**src/pptu_pkg.sv**
```systemverilog
// shared types, constants and microcode for the particle pool tick update block
`timescale 1ns / 1ps
`default_nettype none
package pptu_pkg;

  localparam int PARTICLES = 64;
  localparam int SLOT_W    = 6;
  localparam int POS_W     = 31;
  localparam int VEL_W     = 10;
  localparam int LIFE_W    = 6;
  localparam int RAND_W    = 7;
  localparam int IDX_W     = 2;

  localparam logic [SLOT_W-1:0] LAST_SLOT  = SLOT_W'(PARTICLES - 1);
  localparam logic [LIFE_W-1:0] LIFE_START = LIFE_W'(60);
  localparam logic [VEL_W-1:0]  VEL_OFFSET = VEL_W'(50);
  localparam logic [VEL_W-1:0]  GRAVITY    = VEL_W'(5);

  // configuration register indexes
  localparam logic [IDX_W-1:0] REG_EMITTER_X = IDX_W'(0);
  localparam logic [IDX_W-1:0] REG_EMITTER_Y = IDX_W'(1);
  localparam logic [IDX_W-1:0] REG_EMITTER_Z = IDX_W'(2);

  typedef struct packed {
    logic [LIFE_W-1:0]       life;
    logic signed [POS_W-1:0] pos_x;
    logic signed [POS_W-1:0] pos_y;
    logic signed [POS_W-1:0] pos_z;
    logic signed [VEL_W-1:0] vel_x;
    logic signed [VEL_W-1:0] vel_y;
    logic signed [VEL_W-1:0] vel_z;
  } entry_t;

  typedef struct packed {
    logic signed [POS_W-1:0] emitter_x;
    logic signed [POS_W-1:0] emitter_y;
    logic signed [POS_W-1:0] emitter_z;
    logic [RAND_W-1:0]       rand_x;
    logic [RAND_W-1:0]       rand_y;
    logic [RAND_W-1:0]       rand_z;
  } spawn_src_t;

  // microcode
  localparam int PC_W = 1;

  typedef enum logic [0:0] {
    COND_TICK_IN  = 1'b0,
    COND_WALK_END = 1'b1
  } cond_t;

  typedef struct packed {
    logic             wait_in;
    logic             walk;
    cond_t            cond;
    logic [PC_W-1:0]  target;
  } ctrl_word_t;

  localparam logic [PC_W-1:0] PC_IDLE = PC_W'(0);
  localparam logic [PC_W-1:0] PC_WALK = PC_W'(1);

  function automatic ctrl_word_t ucode(input logic [PC_W-1:0] pc);
    ctrl_word_t w;
    case (pc)
      PC_IDLE: w = '{wait_in: 1'b1, walk: 1'b0, cond: COND_TICK_IN,  target: PC_WALK};
      PC_WALK: w = '{wait_in: 1'b0, walk: 1'b1, cond: COND_WALK_END, target: PC_IDLE};
      default: w = '{wait_in: 1'b1, walk: 1'b0, cond: COND_TICK_IN,  target: PC_WALK};
    endcase
    return w;
  endfunction

endpackage
`default_nettype wire

```
**src/pptu_alu.sv**
```systemverilog
// per-slot update datapath: spawn init, gravity, saturating move, life countdown
`timescale 1ns / 1ps
`default_nettype none
module pptu_alu (
  input  wire logic                 spawn,
  input  wire pptu_pkg::spawn_src_t src,
  input  wire pptu_pkg::entry_t     cur,
  output pptu_pkg::entry_t          upd
);

  pptu_pkg::entry_t              base;
  logic [pptu_pkg::VEL_W-1:0]    rx;
  logic [pptu_pkg::VEL_W-1:0]    ry;
  logic [pptu_pkg::VEL_W-1:0]    rz;
  logic signed [pptu_pkg::VEL_W-1:0] vy;

  function automatic logic signed [pptu_pkg::POS_W-1:0] sat_add(
    input logic signed [pptu_pkg::POS_W-1:0] p,
    input logic signed [pptu_pkg::VEL_W-1:0] v
  );
    logic signed [pptu_pkg::POS_W:0] s;
    logic signed [pptu_pkg::POS_W-1:0] r;
    s = {p[pptu_pkg::POS_W-1], p} + (pptu_pkg::POS_W+1)'(v);
    if (s[pptu_pkg::POS_W] == s[pptu_pkg::POS_W-1]) begin
      r = s[pptu_pkg::POS_W-1:0];
    end else if (s[pptu_pkg::POS_W]) begin
      r = {1'b1, {(pptu_pkg::POS_W-1){1'b0}}};
    end else begin
      r = {1'b0, {(pptu_pkg::POS_W-1){1'b1}}};
    end
    return r;
  endfunction

  assign rx = pptu_pkg::VEL_W'(src.rand_x);
  assign ry = pptu_pkg::VEL_W'(src.rand_y);
  assign rz = pptu_pkg::VEL_W'(src.rand_z);

  always_comb begin
    if (spawn) begin
      base.life  = pptu_pkg::LIFE_START;
      base.pos_x = src.emitter_x;
      base.pos_y = src.emitter_y;
      base.pos_z = src.emitter_z;
      base.vel_x = rx - pptu_pkg::VEL_OFFSET;
      base.vel_y = ry + pptu_pkg::VEL_OFFSET;
      base.vel_z = rz - pptu_pkg::VEL_OFFSET;
    end else begin
      base = cur;
    end
  end

  assign vy = base.vel_y - pptu_pkg::GRAVITY;

  always_comb begin
    upd.vel_x = base.vel_x;
    upd.vel_y = vy;
    upd.vel_z = base.vel_z;
    upd.pos_x = sat_add(base.pos_x, base.vel_x);
    upd.pos_y = sat_add(base.pos_y, vy);
    upd.pos_z = sat_add(base.pos_z, base.vel_z);
    upd.life  = (base.life == '0) ? '0 : base.life - pptu_pkg::LIFE_W'(1);
  end

endmodule
`default_nettype wire
```
**config.mk**
```make
export PLATFORM = sky130hd
export DESIGN_NAME = pptu_alu
export DESIGN_NICKNAME = d
export VERILOG_FILES = /design/src/pptu_pkg.sv /design/src/pptu_alu.sv
export SDC_FILE = /design/constraint.sdc
export NUM_CORES = 1
export LEC_CHECK = 0
export BUFFER_PORTS_ARGS = -buffer_cell sky130_fd_sc_hd__buf_2
export CAP_MARGIN = 20
export CORE_AREA = 2 2 146 148
export DETAILED_ROUTE_END_ITERATION = 10
export DIE_AREA = 0 0 148 150
export GPL_ROUTABILITY_DRIVEN = 0
export PLACE_DENSITY = 0.7
export SYNTH_ARGS = -nofsm -noshare
export SYNTH_HDL_FRONTEND = slang
export SYNTH_SLANG_ARGS = --single-unit
```
**constraint.sdc**
```tcl
create_clock -name vclk -period 7.7
set_input_delay 1.155 -clock vclk [all_inputs]
set_output_delay 1.155 -clock vclk [all_outputs]
set_load 0.02 [all_outputs]
```
==> results.md, run 1 <==
- Distinct cells, synth: 76
- Post-CTS Hold Fix Bufs: 0
- Ys Warns: 0
- First DRT Iteration DRCs: between 400 and 500
- Die height: 150 um
- Fraction of layout cells with a size suffix above 1: 0.367
- Worst path slowest cell: a2111o_2
- Hold Vio Cnt, Final: 0
- Delay-heaviest family, CP: compound AO/OA/AOI/OAI gates
- GRT Total Usage: 0.237
- Routed length per instance: between 15 and 20 um
- Met2 wire len: roughly 14 mm
- Pin count of the biggest net entering global routing: 37
- Top Layer Used: met5
- Run status: complete, no violations
- Post-route ant nets: 0
- Gr ovfl total: 0
- Final WL: 28.6 mm
- Die W: 148 um
- Sequential cell area: 0 um2
- Startpoint class of the critical path: input pin
- Cell chain of the critical path: buf_2 > ha_1 > nand2_1 > a21boi_0 > o21ai_0 > or4_1 > xnor2_2 > ha_1 > nor4_1 > o21ai_0 > a31oi_2 > a31oi_1 > o32a_1 > a41oi_1 > a311oi_1 > a2111o_2 > nor2_8 > o31ai_1 > buf_2
- Max Fclk: 136 MHz
- PortBufs: 373
- Vias in the first global route: 8,802
- Critical path's largest stage delay: about 600 ps
- TritonRoute pass-1 iters: 5
- Num ports: about 370
- Lkg Pwr: ~4.9 nW
- Share of the clock period used by the worst path: 0.955
- Site Rows: between 50 and 60
- Worst EP required: around 6600 ps
- Measured slew at the worst slew-check pin: 914 ps
- FF+latch count: 0
- Max cap viols: 0
- Starting Density: 0.372
- Vias per cell: ~5.6
- Area Overhead vs Synth: 29.2%
- Post-route cell area: a little under 10,000 um2
- Max FO, Critical Path: 25
- Data arrival, critical path: slightly above 6000 ps
- Final nets: 1,755
- Final Setup Violations: 0
- Met1 wire length: 12.0 mm
- Dpl cells: 1,691
- Net Count, Synth: 1,398
- Post-Syn Area per Cell: approximately 7.3 um2
- Sequential share of the synthesized area: 0
- Die Area: 22,200 um2
- Routed vias: ~9,400
- CORE AREA: just over 20,000 um2
- CTS resizes: 0
- Critical setup path kind: in2out
- Slew Viols, Final: 0
- Relative slew slack: 0.386
- Worst path bufs/invs: 2
- Final Core Density: 0.481
- Hold Path Class: in2out
- Period minus WS final: about 7400 ps
- Crit end category: output port
- Initial antenna violation count: 3
- Met3 wire len: 1.86 mm
- Final TNS setup: 0 ps
- Syn Std Cell Area: just under 8000 um2
- First-pass GRT wire length: 44.0 mm
- Post-Layout Cell Count: approximately 1,700
- Postcts setup bufs: 0
- RSZ-0062 raised after global routing: no
- Drt drc: 0
- Mapped Cells: 1,061
- Worst hold slack: 2650 ps
- Peak supply drop: between 0.1 and 0.15 mV
- Clkbuf count: 0
- Cell area power density: around 160 nW/um2
- Placed Area: 9940 um2
- Dpl hpwl: 24.2 mm
- Fillcell total: 2,133
[layout by cell type (no fill, tap or decap), drive strengths merged, types with 39 or more instances in the layout]
| master | instances |
|---|---|
| buf | 397 |
| a21oi | 128 |
| mux2 | 96 |
| ha | 90 |
| nand2 | 73 |
| nor2 | 72 |
| o21ai | 68 |
| xnor2 | 54 |
| xor2 | 46 |
| a21o | 41 |
| inv | 39 |
[cell families (layout without fill, tap and decap cells)]
| group | Yosys count | after routing | share of synthesized area |
|---|---|---|---|
| AND/OR/NAND/NOR | 285 | 285 | 0.187 |
| AO/OA/AOI/OAI | 362 | 362 | 0.299 |
| other | 0 | 2 | 0 |
| buffers and inverters | 81 | 436 | 0.0441 |
| multiplexers | 121 | 121 | 0.174 |
| XOR/XNOR | 102 | 102 | 0.120 |
| adder cells (fa/ha/maj) | 110 | 110 | 0.176 |
[per-layer routing]
layer	vias up	GRT usage
met5	-	0
met4	4	0.0319
met3	43	0.0229
met2	378	0.442
met1	4332	0.301
li1	4691	-
[area by class of cell]
class              count  area [um2]  share of cell area
well taps            275         344              0.0346
repair buffers       397        2060               0.207
multi-input cells    980        7390               0.743
inverters             39         146              0.0147
diodes                 2        5.00            0.000503
[cell usage after synthesis, types with 5 or more instances]
library cell,count,area (um2)
a211o_1,5,43.8
a21oi_1,128,641
ha_1,90,1130
and3_1,10,62.6
and2_1,11,68.8
clkbuf_1,30,113
o22ai_1,5,31.3
nor2_1,71,267
a2111oi_0,6,52.6
or3_1,9,56.3
o31ai_1,8,60.1
a31oi_1,16,100
xnor2_1,54,473
nand2_1,72,270
o211ai_1,7,52.6
o21ai_0,61,305
nand2b_1,16,100
mux2_2,95,1070
inv_1,38,143
a211oi_1,10,75.1
a21o_1,41,308
o21bai_1,13,97.6
o21a_1,14,105
o21ai_1,6,30.0
nor3_1,24,120
mux2i_1,24,240
nor2b_1,14,87.6
nand3_1,26,130
xor2_1,46,403
nand4_1,8,50.1
maj3_1,16,160
[worst min-delay path: stages]
cell and delay, ps:
buf_2 110, a21oi_1 60, buf_2 160
[metrics by stage]
stage	setup WS, ps	power [mW]
6_report	347	1.63
5_1_grt	54.8	1.77
4_1_cts	362	1.63
3_5_place_dp	378	1.62
3_3_place_gp	471	1.61
2_1_floorplan	16.7	1.11
[power breakdown]
group | switching [mW] | internal (mW)
logic | 1.01 | 0.622
registers | 0 | 0
clock network | 0 | 0.0000000348
[worst paths after layout]
kind	endpoint	cells after the start	start	slack, ps
max	upd[65]	19	src[8]	350
min	upd[123]	3	cur[123]	2650
No activity file was read; power rests on OpenSTA's default activity.
==> run 2: changes to the inputs <==
RECOVER_POWER = 100   (was unset)
==> run 2 against run 1 <==
  * Cell count increased by 0.12%
  * Global-route usage stayed put
  * Core utilization shrank 0.59 points
  * Combinational power decreased by 2%
  * Sequential share of layout area stayed put
  * Total power down 2.6%
  * Flip-flop and latch count stayed put
  * Routed wire length fell by 0.30%
  * Worst hold slack improved by 19 ps
  * Die area unchanged
  * Design area is 1.2% lower
  * Largest power group unchanged
==> results.md, run 2 (synthesis gave the netlist of run 1 again) <==
- Run status: complete, no violations
- Die Area: 22,200 um2 (unchanged)
- CTS resizes: 0 (unchanged)
- First DRT Iteration DRCs: 433 (+6.9%)
- Critical setup path kind: in2out
- Hold Vio Cnt, Final: 0 (unchanged)
- Worst path slowest cell: clkbuf_1
- Postcts setup bufs: 0 (unchanged)
- Vias in the first global route: 8,802 (unchanged)
- Worst Setup SP: src[8]
- Period minus WS final: 7380 ps (+24.9 ps)
- Commonest non-fill, non-tap cells in the layout: 273 x buf_2, 128 x a21oi_1, 92 x mux2_2
- Critical path destination: upd[65]
- Post-CTS Hold Fix Bufs: 0 (unchanged)
- Startpoint class of the critical path: input pin
- CORE AREA: 20,700 um2 (unchanged)
- Die W: 148 um (unchanged)
- Post-route cell area: 9820 um2 (-1.2%)
- Dpl hpwl: 24.2 mm (unchanged)
- Data arrival, critical path: 6220 ps (+20 ps)
- Delay-heaviest family, CP: buffers and inverters
- Critical path's largest stage delay: 850 ps (+250 ps)
- Pin count of the biggest net entering global routing: 37 (unchanged)
- Starting Density: 0.372 (unchanged)
- Num ports: 373 (unchanged)
- GRT Total Usage: 0.237 (unchanged)
- Clkbuf count: 0 (unchanged)
- Area Overhead vs Synth: 27.7%
- Pwr Total: 1.59 mW (-2.6%)
- Placed Area: 9940 um2 (unchanged)
- Relative slew slack: 0.0230 (-0.363)
- Vias per cell: 5.57 (-0.13%)
- Routed length per instance: 16.8 um (-0.42%)
- Lkg Pwr: 4.64 nW (-4.6%)
- Site Rows: 53 (unchanged)
- Cell area power density: 162 nW/um2 (-1.4%)
- Hold Path Class: in2out
- Peak supply drop: 0.123 mV (-3.8%)
- Max cap viols: 0 (unchanged)
- Post-route ant nets: 0 (unchanged)
- Share of the clock period used by the worst path: 0.958 (+0.00323)
- Worst path bufs/invs: 4 (+2)
- Final TNS setup: 0 ps (unchanged)
- Gr ovfl total: 0 (unchanged)
- PortBufs: 373 (unchanged)
- TritonRoute pass-1 iters: 5 (unchanged)
- Final Setup Violations: 0 (unchanged)
- Fraction of layout cells with a size suffix above 1: 0.304 (-0.0629)
- Cell chain of the critical path: buf_2 > ha_1 > xor2_1 > mux2i_2 > or4b_1 > nor4_4 > xnor2_1 > clkbuf_1 > inv_1 > mux2_1 > o211ai_1 > and3_1 > o21ai_4 > nor2_8 > o31ai_1 > clkbuf_2
- Max FO, Critical Path: 25 (unchanged)
- Final WL: 28.5 mm (-0.30%)
- Commonest non-fill, non-tap cell in the layout: buf_2
- RSZ-0062 raised after global routing: no
- Max Fclk: 136 MHz (-0.34%)
- Hold Path Stages: 3 (unchanged)
- Sequential cell area: 0 um2 (unchanged)
- Drt drc: 0 (unchanged)
- Measured slew at the worst slew-check pin: 1450 ps (+536 ps)
- Final nets: 1,755 (unchanged)
- Die height: 150 um (unchanged)
- Crit end category: output port
- Initial antenna violation count: 3 (unchanged)
- FF+latch count: 0 (unchanged)
- Routed vias: 9,447 (-0.011%)
- Worst EP required: 6550 ps (about the same)
- Slew Viols, Final: 0 (unchanged)
- Critical path depth in cells: 16 (-3)
- First-pass GRT wire length: 44.0 mm (unchanged)
==> run 2: power by group <==
part | total (mW) | internal [mW] | switching, mW
logic | 1.59 | 0.576 | 1.02
registers | 0 | 0 | 0
clock network | 0.0000000697 | 0.0000000697 | 0
==> run 2: final cells by class <==
class	instances	area, um2
Tap cell	275	344
Inverter	39	146
Timing Repair Buffer	397	1930
Antenna cell	4	10.0
Fill cell	2180	10900
Multi-Input combinational cell	980	7390
==> run 2: how the worst min path moves through the flow <==
stage          slack [ps]       end  startpoint
2_1_floorplan        2380   upd[10]     cur[10]
3_3_place_gp         2650  upd[123]    cur[123]
3_5_place_dp         2640  upd[123]    cur[123]
4_1_cts              2640  upd[123]    cur[123]
5_1_grt              2670  upd[123]    cur[123]
6_report             2660  upd[123]    cur[123]
==> run 2: per-layer routing <==
| metal | global-route usage | wire length (um) | vias to the layer above |
|---|---|---|---|
| met3 | 0.0229 | 1720 | 41 |
| li1 | - | - | 4690 |
| met4 | 0.0319 | 411 | 4 |
| met1 | 0.301 | 12000 | 4356 |
| met5 | 0 | 27 | - |
| met2 | 0.442 | 14300 | 356 |
==> run 2: metrics by stage <==
stage | cells | util | hold slack [ps] | setup slack [ps]
after floorplan | 1061 | - | 2380 | 16.7
after global placement | 1690 | 0.480 | 2650 | 471
after detailed placement | 1691 | 0.480 | 2640 | 378
after CTS | 1691 | 0.480 | 2640 | 362
after global routing | 1691 | 0.474 | 2670 | 30.9
final | 1695 | 0.475 | 2660 | 322
==> run 3: changes to the inputs <==
CORE_AREA = 2 2 143 145   (was 2 2 146 148)
DIE_AREA = 0 0 145 147   (was 0 0 148 150)
PLACE_DENSITY = 0.69   (was 0.7)
clock period = 8.1 ns   (was 7.7 ns; I/O delays follow)
==> run 3 against run 2 <==
  * Core utilization is 1.5 points higher
  * Critical path depth is 2 higher
  * Combinational power is 6% lower
  * Count of clock-buffer cells in the layout stayed put
  * Cell count is 0.88% lower
  * Total power is 5.5% lower
  * First-iteration DRC count is 3.0% higher
  * Worst setup slack better by 52 ps
  * Highest routed layer is now met4
  * Routed wire length is 0.88% higher
  * Die area is 4.0% lower
==> results.md, run 3 (synthesis gave the netlist of run 1 again) <==
- Worst path slowest cell: clkbuf_1
- Relative slew slack: 0.229 (+0.206)
- Run status: complete, no violations
- Drt drc: 0 (unchanged)
- Final nets: 1,749 (-0.34%)
- Setup WS pre-CTS: 527 ps (+150 ps)
- Gr ovfl total: 0 (unchanged)
- Share of the clock period used by the worst path: 0.954
- Hold Startpoint: cur[0]
- Critical path's largest stage delay: 820 ps (-30 ps)
- Initial antenna violation count: 0 (-3)
- CTS resizes: 0 (unchanged)
- Routed length per instance: 17.1 um (+1.8%)
- Max Fclk: between 100 and 150 MHz
- Period minus WS final: just under 8000 ps
- Critical setup path kind: in2out
- Peak supply drop: 0.0966 mV (-22%)
- Max FO, Critical Path: 43 (+72%)
- Switching power: 0.975 mW (-4.1%)
- RSZ-0062 raised after global routing: no
- Worst hold endpoint: upd[0]
- Lkg Pwr: 4.58 nW (-1.4%)
- Num ports: 373 (unchanged)
- Worst hold slack: 2810 ps (+144 ps)
- First DRT Iteration DRCs: 446 (+3.0%)
- Final TNS setup: 0 ps (unchanged)
- Dpl cells: 1,680 (-0.65%)
- Commonest non-fill, non-tap cell in the layout: buf_2
- Cell area power density: 155 nW/um2 (-4.5%)
- Pin count of the biggest net entering global routing: 47 (+27%)
- Clkbuf count: 0 (unchanged)
- Final WL: 28.8 mm (+0.88%)
- Worst Setup SP: spawn
- Final Core Density: 0.490 (+0.0149)
- Worst EP required: 6880 ps (+330 ps)
- PortBufs: 373 (unchanged)
- Starting Density: 0.388 (+0.0158)
- Diode count: 0 (-4)
- Fillcell total: 2,038 (-6.5%)
- Routed vias: 9,464 (+0.18%)
- Die height: 147 um (-2.0%)
- Die Area: 21,300 um2 (-4.0%)
- GRT Total Usage: 0.251 (+0.0138)
- Measured slew at the worst slew-check pin: 1160 ps (-293 ps)
- TritonRoute pass-1 iters: 5 (unchanged)
- Vias in the first global route: 8,821 (+0.22%)
- Sequential cell area: 0 um2 (unchanged)
- Postcts setup bufs: 0 (unchanged)
- PnR worst setup slack: 374 ps (+52.0 ps)
- Switch share: 0.648 (+0.00942)
- Seq pwr share: 0 (unchanged)
- First-pass GRT wire length: 44.7 mm (+1.6%)
- Area Overhead vs Synth: 26.3%
- Post-CTS Hold Fix Bufs: 0 (unchanged)
- CORE AREA: 19,800 um2 (-4.1%)
- Fraction of layout cells with a size suffix above 1: 0.285 (-0.0186)
- Commonest non-fill, non-tap cells in the layout: 279 x buf_2, 128 x a21oi_1, 98 x clkbuf_1
- Post-Layout Cell Count: 1,680 (-0.88%)
- Vias per cell: 5.63 (+1.1%)
- Crit end category: output port
- FF+latch count: 0 (unchanged)
- Post-route ant nets: 0 (unchanged)
- Site Rows: 52 (-1.9%)
- Hold Path Stages: 3 (unchanged)
- Data arrival, critical path: 6510 ps (+290 ps)
- Cell chain of the critical path: buf_6 > clkbuf_1 > mux2_1 > fa_1 > a21o_1 > a21oi_1 > o21bai_1 > a2111o_1 > nand3_1 > a311oi_1 > o41ai_1 > nand2_1 > o211ai_1 > buf_4 > nor2_1 > buf_4 > o21ai_0 > clkbuf_1
- Hold Vio Cnt, Final: 0 (unchanged)
- Final Setup Violations: 0 (unchanged)
- Slew Viols, Final: 0 (unchanged)
- Combinational power share: 1.000 (about the same)
- Dpl hpwl: 24.4 mm (+0.81%)
- Hold Path Class: in2out
- Int Pwr: 0.530 mW (-8.0%)
- Die W: 145 um (-2.0%)
- Startpoint class of the critical path: input pin
- Max cap viols: 0 (unchanged)
- Clk network pwr share: 0 (unchanged)
## run 3: cell count changes in the layout (fill, tap and decap cells not counted), moves of 4 or more
cell,delta
clkbuf_2,-16
buf_4,-8
mux2_2,-6
buf_2,+6
diode_2,-4
mux2_1,+6
clkbuf_1,+12
## run 3: routing by layer
layer	vias to the layer above	wire length, um	track usage
li1	4683	-	-
met1	4320	12200	0.318
met2	403	13900	0.455
met3	58	1700	0.0193
met4	0	1010	0.0708
met5	-	0	0
## run 3: worst max-delay path by stage
| stage | endpoint | slack, ps | depth (start not counted) |
|---|---|---|---|
| final | upd[46] | 370 | 18 |
| after global routing | upd[33] | 60 | 17 |
| after CTS | upd[77] | 510 | 18 |
| after detailed placement | upd[77] | 530 | 18 |
| after global placement | upd[76] | 700 | 18 |
| after floorplan | upd[90] | 3 | 22 |
## run 3: critical path: cells and delay by family
kind            cells  cell delay (ps)
compound gates      8             2240
fa+ha+maj           1              440
simple gates        3              280
buf+inv             5             1850
mux                 1              440
## run 3: layout make-up
cell class,count,area (um2),share of cell area
Timing Repair Buffer,391,1870,0.192
Tap cell,270,338,0.0348
Inverter,39,146,0.0151
Multi-Input combinational cell,980,7360,0.758
## run 3: through the flow
step	area, um2	total power, mW
4_1_cts	9870	1.54
6_report	9710	1.50
5_1_grt	9710	1.62
2_1_floorplan	7720	1.06
3_3_place_gp	9870	1.53
3_5_place_dp	9870	1.53
## run 3: power groups by stage
stage	registers (mW)	clock network [mW]	logic, mW
after CTS	0	0	1.54
after floorplan	0	0	1.06
after detailed placement	0	0	1.53
after global placement	0	0	1.53
after global routing	0	0	1.62
final	0	0	1.50
